===== config.mk =====
export PLATFORM = sky130hd
export DESIGN_NAME = dma_channel_allocator_unit_flat
export DESIGN_NICKNAME = d
export VERILOG_FILES = /design/src/rtl/dca_pkg.sv /design/src/rtl/dca_if.sv /design/src/rtl/dca_table.sv /design/src/rtl/dma_channel_allocator_unit.sv /design/src/flat_wrapper.sv
export SDC_FILE = /design/constraint.sdc
export NUM_CORES = 1
export LEC_CHECK = 0
export BUFFER_PORTS_ARGS = -buffer_cell sky130_fd_sc_hd__buf_2
export CAP_MARGIN = 20
export CELL_PAD_IN_SITES_DETAIL_PLACEMENT = 1
export CELL_PAD_IN_SITES_GLOBAL_PLACEMENT = 2
export CORE_MARGIN = 2
export CORE_UTILIZATION = 42
export DETAILED_ROUTE_END_ITERATION = 10
export GPL_ROUTABILITY_DRIVEN = 1
export PLACE_DENSITY_LB_ADDON = 0.1
export SLEW_MARGIN = 20
export SYNTH_ARGS = -nofsm -noshare
export SYNTH_HDL_FRONTEND = slang
export SYNTH_SLANG_ARGS = --single-unit

===== constraint.sdc =====
create_clock -name clk -period 2.7 [get_ports clk]
set_clock_uncertainty 0.15 [all_clocks]
set_input_delay 0.27 -clock clk [delete_from_list [all_inputs] [get_ports clk]]
set_output_delay 0.27 -clock clk [all_outputs]
set_load 0.03 [all_outputs]

===== src/rtl/dca_pkg.sv =====
// Shared types and constants for the DMA channel allocator.
`timescale 1ns / 1ps

package dca_pkg;

    localparam int OP_W    = 1;
    localparam int DEV_W   = 7;
    localparam int CH_W    = 5;
    localparam int ST_W    = 2;
    localparam int CFG_W   = 5;

    localparam logic [CFG_W-1:0] CFG_RESET = 5'd17;
    localparam logic [DEV_W-1:0] DEV_NONE  = 7'd0;

    typedef enum logic [OP_W-1:0] {
        OP_REQUEST = 1'b0,
        OP_FREE    = 1'b1
    } op_t;

    typedef enum logic [ST_W-1:0] {
        ST_OK       = 2'd0,
        ST_AGAIN    = 2'd1,
        ST_NOFREE   = 2'd2,
        ST_NOTALLOC = 2'd3
    } status_t;

    typedef enum logic [1:0] {
        S_IDLE,
        S_SCAN,
        S_COMMIT
    } state_t;

    // Write command into the channel table.
    typedef struct packed {
        logic             set;
        logic             clr;
        logic [DEV_W-1:0] dev;
    } tbl_cmd_t;

endpackage


===== src/rtl/dca_if.sv =====
// Request and response channel interfaces of the DMA channel allocator.
`timescale 1ns / 1ps

interface dca_req_if
    import dca_pkg::*;
();
    logic             valid;
    logic             ready;
    logic [OP_W-1:0]  operation;
    logic [DEV_W-1:0] device_id;
    logic [CH_W-1:0]  channel;

    modport source (output valid, output operation, output device_id, output channel,
                    input ready);
    modport sink   (input valid, input operation, input device_id, input channel,
                    output ready);
endinterface

interface dca_rsp_if
    import dca_pkg::*;
();
    logic            valid;
    logic            ready;
    logic [ST_W-1:0] status;
    logic [CH_W-1:0] granted_channel;

    modport source (output valid, output status, output granted_channel, input ready);
    modport sink   (input valid, input status, input granted_channel, output ready);
endinterface


===== src/rtl/dca_table.sv =====
// Channel table: owned flags in flops, owner device numbers in a memory.
`timescale 1ns / 1ps

module dca_table
    import dca_pkg::*;
#(
    parameter int CHANNELS = 17,
    parameter int IDXW     = 5
) (
    input  logic                clk,
    input  logic                rst_n,
    input  logic                rd_en,
    input  logic [IDXW-1:0]     rd_idx,
    output logic [DEV_W-1:0]    rd_owner,
    input  logic [IDXW-1:0]     wr_idx,
    input  tbl_cmd_t            cmd,
    output logic [CHANNELS-1:0] owned
);

    logic [CHANNELS-1:0] owned_reg;
    logic [DEV_W-1:0]    owner_mem [CHANNELS];
    logic [DEV_W-1:0]    rd_owner_reg;

    always_ff @(posedge clk or negedge rst_n)
    begin
        if (!rst_n)
        begin
            owned_reg <= '0;
        end
        else if (cmd.set)
        begin
            owned_reg[wr_idx] <= 1'b1;
        end
        else if (cmd.clr)
        begin
            owned_reg[wr_idx] <= 1'b0;
        end
    end

    always_ff @(posedge clk)
    begin
        if (cmd.set)
        begin
            owner_mem[wr_idx] <= cmd.dev;
        end
        if (rd_en)
        begin
            rd_owner_reg <= owner_mem[rd_idx];
        end
    end

    assign owned    = owned_reg;
    assign rd_owner = rd_owner_reg;

endmodule


===== src/rtl/dma_channel_allocator_unit.sv =====
// Top level of the DMA channel allocator: request sequencer, scan and response register.
//
// Usage:
//   req  - sink channel; a transfer carries operation (request or free), device_id
//          and channel. rsp - source channel; one transfer per accepted item,
//          carrying status and granted_channel.
//   cfg_wr_en / cfg_wr_data write channels_in_use; write only while idle.
//   A request scans the channel table through one shared compare path, one channel
//   per cycle, lowest first, pipelined behind the owner memory read. The scan covers
//   n = min(channels_in_use, CHANNELS) channels; it stops early on a channel owned by
//   the requesting device, or, for device 0, on the first free channel. A free skips
//   the scan and goes straight to the commit step.
//   One item is in work at a time; req.ready is high only when the sequencer idles.
//   The response register parts the two sides: a new item is accepted while the
//   last response still waits, and the sequencer holds in its commit step while
//   rsp stalls with a response pending.
//   Reset frees every channel and sets channels_in_use to 17; the owned flags are
//   flops, so no clearing pass is needed.
`timescale 1ns / 1ps

module dma_channel_allocator_unit
    import dca_pkg::*;
#(
    parameter int CHANNELS = 17
) (
    input  logic             clk,
    input  logic             rst_n,
    input  logic             cfg_wr_en,
    input  logic [CFG_W-1:0] cfg_wr_data,
    dca_req_if.sink          req,
    dca_rsp_if.source        rsp
);

    localparam int IDXW = (CHANNELS > 1) ? $clog2(CHANNELS) : 1;
    localparam int CNTW = $clog2(CHANNELS + 1);
    localparam int WIDE = (CNTW > CH_W) ? CNTW : CH_W;
    localparam logic [WIDE-1:0] CH_MAX = WIDE'(CHANNELS);

    // Configuration register.
    logic [CFG_W-1:0] cfg_reg;

    // Sequencer and scan control.
    state_t          state_reg, state_next;
    logic [WIDE-1:0] issue_reg, issue_next;
    logic            chk_valid_reg, chk_valid_next;
    logic [IDXW-1:0] chk_idx_reg, chk_idx_next;
    logic            found_reg, found_next;
    logic            busy_reg, busy_next;
    logic            out_valid_reg, out_valid_next;

    // Latched item and scan payload.
    op_t              op_reg;
    logic [DEV_W-1:0] dev_reg;
    logic [WIDE-1:0]  ch_reg;
    logic [WIDE-1:0]  count_reg;
    logic [IDXW-1:0]  pick_reg, pick_next;
    status_t          out_status_reg, out_status_next;
    logic [CH_W-1:0]  out_grant_reg, out_grant_next;

    // Table interface.
    logic                rd_en;
    logic [IDXW-1:0]     rd_idx;
    logic [DEV_W-1:0]    rd_owner;
    logic [IDXW-1:0]     wr_idx;
    tbl_cmd_t            cmd;
    logic [CHANNELS-1:0] owned;

    logic            accept;
    logic            load;
    logic            out_free;
    logic [WIDE-1:0] cfg_wide;
    logic [WIDE-1:0] count_calc;
    logic            chk_flag;
    logic            hit_free;
    logic            hit_busy;
    logic            scan_end;
    logic            free_ok;

    dca_table #(
        .CHANNELS (CHANNELS),
        .IDXW     (IDXW)
    ) u_table (
        .clk      (clk),
        .rst_n    (rst_n),
        .rd_en    (rd_en),
        .rd_idx   (rd_idx),
        .rd_owner (rd_owner),
        .wr_idx   (wr_idx),
        .cmd      (cmd),
        .owned    (owned)
    );

    assign req.ready = (state_reg == S_IDLE);
    assign accept    = req.valid && req.ready;
    assign out_free  = !out_valid_reg || rsp.ready;

    // Clamp the configured count to the table size.
    assign cfg_wide   = WIDE'(cfg_reg);
    assign count_calc = (cfg_wide > CH_MAX) ? CH_MAX : cfg_wide;

    // Check stage: one channel per cycle, owner data read out at issue in the cycle before.
    assign chk_flag = owned[chk_idx_reg];
    assign hit_free = chk_valid_reg && !found_reg && !chk_flag;
    assign hit_busy = chk_valid_reg && (dev_reg != DEV_NONE) && chk_flag
                      && (rd_owner == dev_reg);
    assign scan_end = hit_busy || (hit_free && (dev_reg == DEV_NONE))
                      || (!chk_valid_reg && (issue_reg >= count_reg));

    // Free check: only channels below the count, and only owned ones.
    assign free_ok = (ch_reg < count_reg) && owned[ch_reg[IDXW-1:0]];

    assign rd_en  = (state_reg == S_SCAN) && (issue_reg < count_reg);
    assign rd_idx = issue_reg[IDXW-1:0];

    always_ff @(posedge clk or negedge rst_n)
    begin
        if (!rst_n)
        begin
            cfg_reg <= CFG_RESET;
        end
        else if (cfg_wr_en)
        begin
            cfg_reg <= cfg_wr_data;
        end
    end

    always_ff @(posedge clk or negedge rst_n)
    begin
        if (!rst_n)
        begin
            state_reg     <= S_IDLE;
            issue_reg     <= '0;
            chk_valid_reg <= 1'b0;
            found_reg     <= 1'b0;
            busy_reg      <= 1'b0;
            out_valid_reg <= 1'b0;
        end
        else
        begin
            state_reg     <= state_next;
            issue_reg     <= issue_next;
            chk_valid_reg <= chk_valid_next;
            found_reg     <= found_next;
            busy_reg      <= busy_next;
            out_valid_reg <= out_valid_next;
        end
    end

    always_ff @(posedge clk)
    begin
        if (accept)
        begin
            op_reg    <= op_t'(req.operation);
            dev_reg   <= req.device_id;
            ch_reg    <= WIDE'(req.channel);
            count_reg <= count_calc;
        end
        chk_idx_reg <= chk_idx_next;
        pick_reg    <= pick_next;
        if (load)
        begin
            out_status_reg <= out_status_next;
            out_grant_reg  <= out_grant_next;
        end
    end

    always_comb
    begin
        state_next      = state_reg;
        issue_next      = issue_reg;
        chk_valid_next  = 1'b0;
        chk_idx_next    = chk_idx_reg;
        found_next      = found_reg;
        busy_next       = busy_reg;
        pick_next       = pick_reg;
        load            = 1'b0;
        out_status_next = ST_OK;
        out_grant_next  = '0;
        wr_idx          = pick_reg;
        cmd             = '0;

        unique case (state_reg)
            S_IDLE:
            begin
                if (accept)
                begin
                    issue_next = '0;
                    found_next = 1'b0;
                    busy_next  = 1'b0;
                    if (op_t'(req.operation) == OP_FREE)
                    begin
                        state_next = S_COMMIT;
                    end
                    else
                    begin
                        state_next = S_SCAN;
                    end
                end
            end

            S_SCAN:
            begin
                // Issue the next owner read while the previous one is checked.
                if (issue_reg < count_reg)
                begin
                    chk_valid_next = 1'b1;
                    chk_idx_next   = issue_reg[IDXW-1:0];
                    issue_next     = issue_reg + WIDE'(1);
                end
                if (hit_free)
                begin
                    found_next = 1'b1;
                    pick_next  = chk_idx_reg;
                end
                if (hit_busy)
                begin
                    busy_next = 1'b1;
                end
                if (scan_end)
                begin
                    chk_valid_next = 1'b0;
                    state_next     = S_COMMIT;
                end
            end

            S_COMMIT:
            begin
                // Hold until the response register has room.
                if (out_free)
                begin
                    load       = 1'b1;
                    state_next = S_IDLE;
                    if (op_reg == OP_FREE)
                    begin
                        wr_idx = ch_reg[IDXW-1:0];
                        if (free_ok)
                        begin
                            cmd.clr = 1'b1;
                        end
                        else
                        begin
                            out_status_next = ST_NOTALLOC;
                        end
                    end
                    else if (busy_reg)
                    begin
                        out_status_next = ST_AGAIN;
                    end
                    else if (!found_reg)
                    begin
                        out_status_next = ST_NOFREE;
                    end
                    else
                    begin
                        cmd.set        = 1'b1;
                        cmd.dev        = dev_reg;
                        out_grant_next = CH_W'(pick_reg);
                    end
                end
            end

            default:
            begin
                state_next = S_IDLE;
            end
        endcase

        out_valid_next = (out_valid_reg && !rsp.ready) || load;
    end

    assign rsp.valid           = out_valid_reg;
    assign rsp.status          = out_status_reg;
    assign rsp.granted_channel = out_grant_reg;

endmodule

===== src/flat_wrapper.sv =====
// flat-port wrapper written by rule: the top's interface ports become plain ports
module dma_channel_allocator_unit_flat import dca_pkg::*;
#(
    parameter int CHANNELS = 17
)
  (clk, rst_n, cfg_wr_en, cfg_wr_data, req_valid, req_operation, req_device_id, req_channel, req_ready, rsp_valid, rsp_status, rsp_granted_channel, rsp_ready);
  dca_req_if req_i ();
  dca_rsp_if rsp_i ();
  input  logic clk;
  input  logic rst_n;
  input  logic cfg_wr_en;
  input  logic [CFG_W-1:0] cfg_wr_data;
  input wire logic [$bits(req_i.valid)-1:0] req_valid;
  input wire logic [$bits(req_i.operation)-1:0] req_operation;
  input wire logic [$bits(req_i.device_id)-1:0] req_device_id;
  input wire logic [$bits(req_i.channel)-1:0] req_channel;
  output wire logic [$bits(req_i.ready)-1:0] req_ready;
  output wire logic [$bits(rsp_i.valid)-1:0] rsp_valid;
  output wire logic [$bits(rsp_i.status)-1:0] rsp_status;
  output wire logic [$bits(rsp_i.granted_channel)-1:0] rsp_granted_channel;
  input wire logic [$bits(rsp_i.ready)-1:0] rsp_ready;
  assign req_i.valid = req_valid;
  assign req_i.operation = req_operation;
  assign req_i.device_id = req_device_id;
  assign req_i.channel = req_channel;
  assign req_ready = req_i.ready;
  assign rsp_valid = rsp_i.valid;
  assign rsp_status = rsp_i.status;
  assign rsp_granted_channel = rsp_i.granted_channel;
  assign rsp_i.ready = rsp_ready;
  dma_channel_allocator_unit #(.CHANNELS(CHANNELS)) u_core (.clk(clk), .rst_n(rst_n), .cfg_wr_en(cfg_wr_en), .cfg_wr_data(cfg_wr_data), .req(req_i), .rsp(rsp_i));
endmodule

==> metrics.csv <==
stage,metric,value,unit
outcome,status,"finished, final reports clean",
critical_path,critPathCaptureType,flip-flop,
clocking,cts.clk_slew.worst_paths,0.07,ns
min_path,holdPathStages,2,
power,ir_worst_vdd,0.434,mV
critical_path,start_kind,flip-flop,
grt,grtUsageMet2,35.3,%
sta,fin_crit,2.53,ns
grt,grt_overflow,0,
logic_synthesis,syn_avg_cell_area,16.1,µm²
die,fp.dieH,145,µm
critical_path,setup.worst_path.class,flip-flop to flip-flop,
sta,rsz0062_at_grt,no,
grt,antenna_found_initial,0,
grt,grt_usage,20.5,%
logic_synthesis,syn_nets,553,
detailed_routing,num_vias,4873,
finish,synthToLayoutAreaGrowth,18.1,%
placed_design,gp_congestion,0.869,
logic_synthesis,ys_seq_area_share,67.6,%
sta,timing.fmax,395,MHz
finish,drive_gt1_share,27.2,%
die,core-area,0.0195,mm²
grt,busiest_layer,met2,
logic_synthesis,ys_warn_count,0,
detailed_routing,totalWireLength,20400,µm
finish,finish.utilization,50.6,%
logic_synthesis,synth-async-reset-ratio,17.0,%
critical_path,arrival,2.45,ns
critical_path,max_stage_delay,0.63,ns
sta,period_share,93.9,%
placed_design,hpwl,14300,µm
sta,setup_ws,0.165,ns
finish,final_net_count,642,
sta,maxSlewHeadroom,43.3,%
critical_path,rr_worst_depth,6,
critical_path,cp_max_fo,10,
die,io_pins,32,
logic_synthesis,synth_seq_cells,194,
power,p_leak,3.41,nW
sta,tns,0,ns
grt,use_met3,4.03,%
critical_path,critPathSlowestCell,nor2_1,
sta,hold_viol,0,
logic_synthesis,synth_ff_type,edfxtp_1,
grt,use_met1,26.5,%
detailed_routing,drc,0,
critical_path,cp_cell_sequence,"and2b_1, nand3_2, o21ai_0, buf_4, nand2_1, nor2_1",
die,dieWidth,145,µm
placed_design,place_ws,0.173,ns
sta,maxSlewViolCount,0,
clocking,clk_path_buf_depth,2,
detailed_routing,postRouteAntennaNets,0,
placed_design,numPortBuffers,31,
logic_synthesis,ys_types,56,
die,dieArea,0.0211,mm²
finish,n_antenna_cell,0,
sta,hold_slack,0.0195,ns
power,power_density,818,mW/mm²
clocking,h-tree-depth,4,
clocking,post_cts_buffers,0,
sta,setup_viol,0,
finish,largest_reg_flops,119,
clocking,cts.sinks,194,
detailed_routing,drt_iter0_drc,298,
logic_synthesis,synth-edff-count,161,
clocking,cts_tree,done,
grt,grt_pass1_wl,32300,µm
clocking,cts_buffers,17,
placed_design,placed_cells,836,
detailed_routing,viasPerCell,5.49,
sta,tightest_slew,0.850,ns
clocking,root_buffer,clkbuf_16,
clocking,clk_latency,0.44,ns
logic_synthesis,synth_area,0.00837,mm²
detailed_routing,wl_per_cell,23.0,µm
grt,grt_start_max_net_pins,34,
die,fp-row-count,51,
logic_synthesis,netlist_instances,520,
finish,stdcell_count,887,
die,initial_core_util,42.9,%
min_path,hold_class,input port to flip-flop,
critical_path,crit_required,2.62,ns
job,maxCapViolations,0,
detailed_routing,first_pass_iters,4,
grt,grt_pass1_vias,5290,
==> cell usage after synthesis, types with 2 or more instances <==
cell / count / area (µm²)
nor2_1: 35 / 131
a22o_1: 2 / 17.5
nor3_2: 3 / 30.0
clkbuf_1: 10 / 37.5
o31ai_1: 4 / 30.0
a21o_1: 3 / 22.5
mux2_2: 10 / 113
nor2b_1: 7 / 43.8
edfxtp_1: 161 / 4830
a21oi_1: 14 / 70.1
and3_1: 3 / 18.8
and2_1: 14 / 87.6
mux2i_1: 11 / 110
dfrtp_1: 31 / 776
buf_1: 2 / 7.51
nand2_1: 39 / 146
nor3_1: 5 / 25.0
inv_1: 9 / 33.8
nand2b_1: 5 / 31.3
nor4_1: 2 / 12.5
buf_2: 8 / 40.0
nor3b_1: 4 / 30.0
nand4_1: 2 / 12.5
nand3_1: 4 / 20.0
nand3b_1: 7 / 52.6
o21ai_0: 9 / 45.0
ha_1: 10 / 125
xnor2_1: 8 / 70.1
dfstp_2: 2 / 52.6
o211ai_2: 2 / 25.0
mux4_2: 40 / 901
a31oi_1: 29 / 181
nor4b_1: 2 / 17.5
==> final timing paths <==
| check | from | endpoint | slack, ns |
|---|---|---|---|
| worst max-delay path | u_core.state_reg[0] | u_core.u_table.owner_mem[3][3] | 0.17 |
| worst min-delay path | cfg_wr_en | u_core.cfg_reg[2] | 0.02 |
| worst max register to register | u_core.state_reg[0] | u_core.u_table.owner_mem[3][3] | 0.17 |
| worst min register to register | u_core.u_table.owner_mem[16][4] | u_core.u_table.rd_owner[4] | 0.36 |
| max in group asynchronous | rst_n | u_core.issue_reg[0] | 1.49 |
| min in group asynchronous | rst_n | asynchronous set/reset pin | 0.32 |
==> repair_timing <==
action,in CTS,in global routing
hold buffers,19,0
endpoints found under the setup margin,0,0
resized for setup,0,0
endpoints found under the hold margin,50,0
==> critical path, delay by kind of cell, from the launching register on <==
family | cells | cell delay, ns
flip-flops | 1 | 0.44
AO/OA/AOI/OAI | 1 | 0.24
AND/OR/NAND/NOR | 4 | 1.15
buffers and inverters | 1 | 0.18
==> placed cells by master, fill, tap and decap left out, drive strengths merged, types with 4 or more instances in the layout <==
master,instances
a21oi,14
a31oi,29
and2,14
buf,73
clkbuf,17
clkinv,5
dfrtp,31
dlygate4sd3,19
edfxtp,161
ha,10
inv,18
mux2,10
mux2i,11
mux4,41
nand2,39
nand2b,5
nand3,5
nand3b,7
nor2,35
nor2b,7
nor3,8
nor3b,4
o21ai,9
o31ai,4
xnor2,8
==> kinds of logic (layout without fill, tap and decap cells) <==
family	count (synthesis)	count (layout)	share of synthesized area [%]
buf+inv	32	134	1.69
mux	62	62	13.7
xor+xnor	8	8	0.837
flops	194	194	67.6
fa+ha+maj	10	10	1.49
compound gates	74	74	5.84
simple gates	140	140	8.76
==> report_power, final <==
part	switching [mW]	total, mW	internal, mW
sequential	0.227	3.77	3.54
clock	1.29	2.55	1.26
combinational	0.979	1.77	0.791
==> metrics by stage <==
stage	total power [mW]	cell area [µm²]
finish	8.08	9890
global route	8.47	9890
CTS	8.18	9890
detailed placement	5.62	9100
global placement	5.59	9100
floorplan	4.99	8370
==> metal layers <==
| layer | share of wire, % | vias to the layer above |
|---|---|---|
| met5 | 0 | - |
| met4 | 1.7 | 0 |
| met3 | 3.3 | 23 |
| met2 | 52 | 87 |
| met1 | 43 | 2543 |
| li1 | - | 2220 |
==> layout make-up <==
type                       instances  area [µm²]
sequential                       194        5660
inverter                          10        37.5
fill                            1871        9640
tap                              265         332
clock buffer                      17         425
multi-input combinational        294        2570
clock inverter                    15         176
timing repair buffer              92         686
Note: power is estimated with default switching activity, not from simulation.
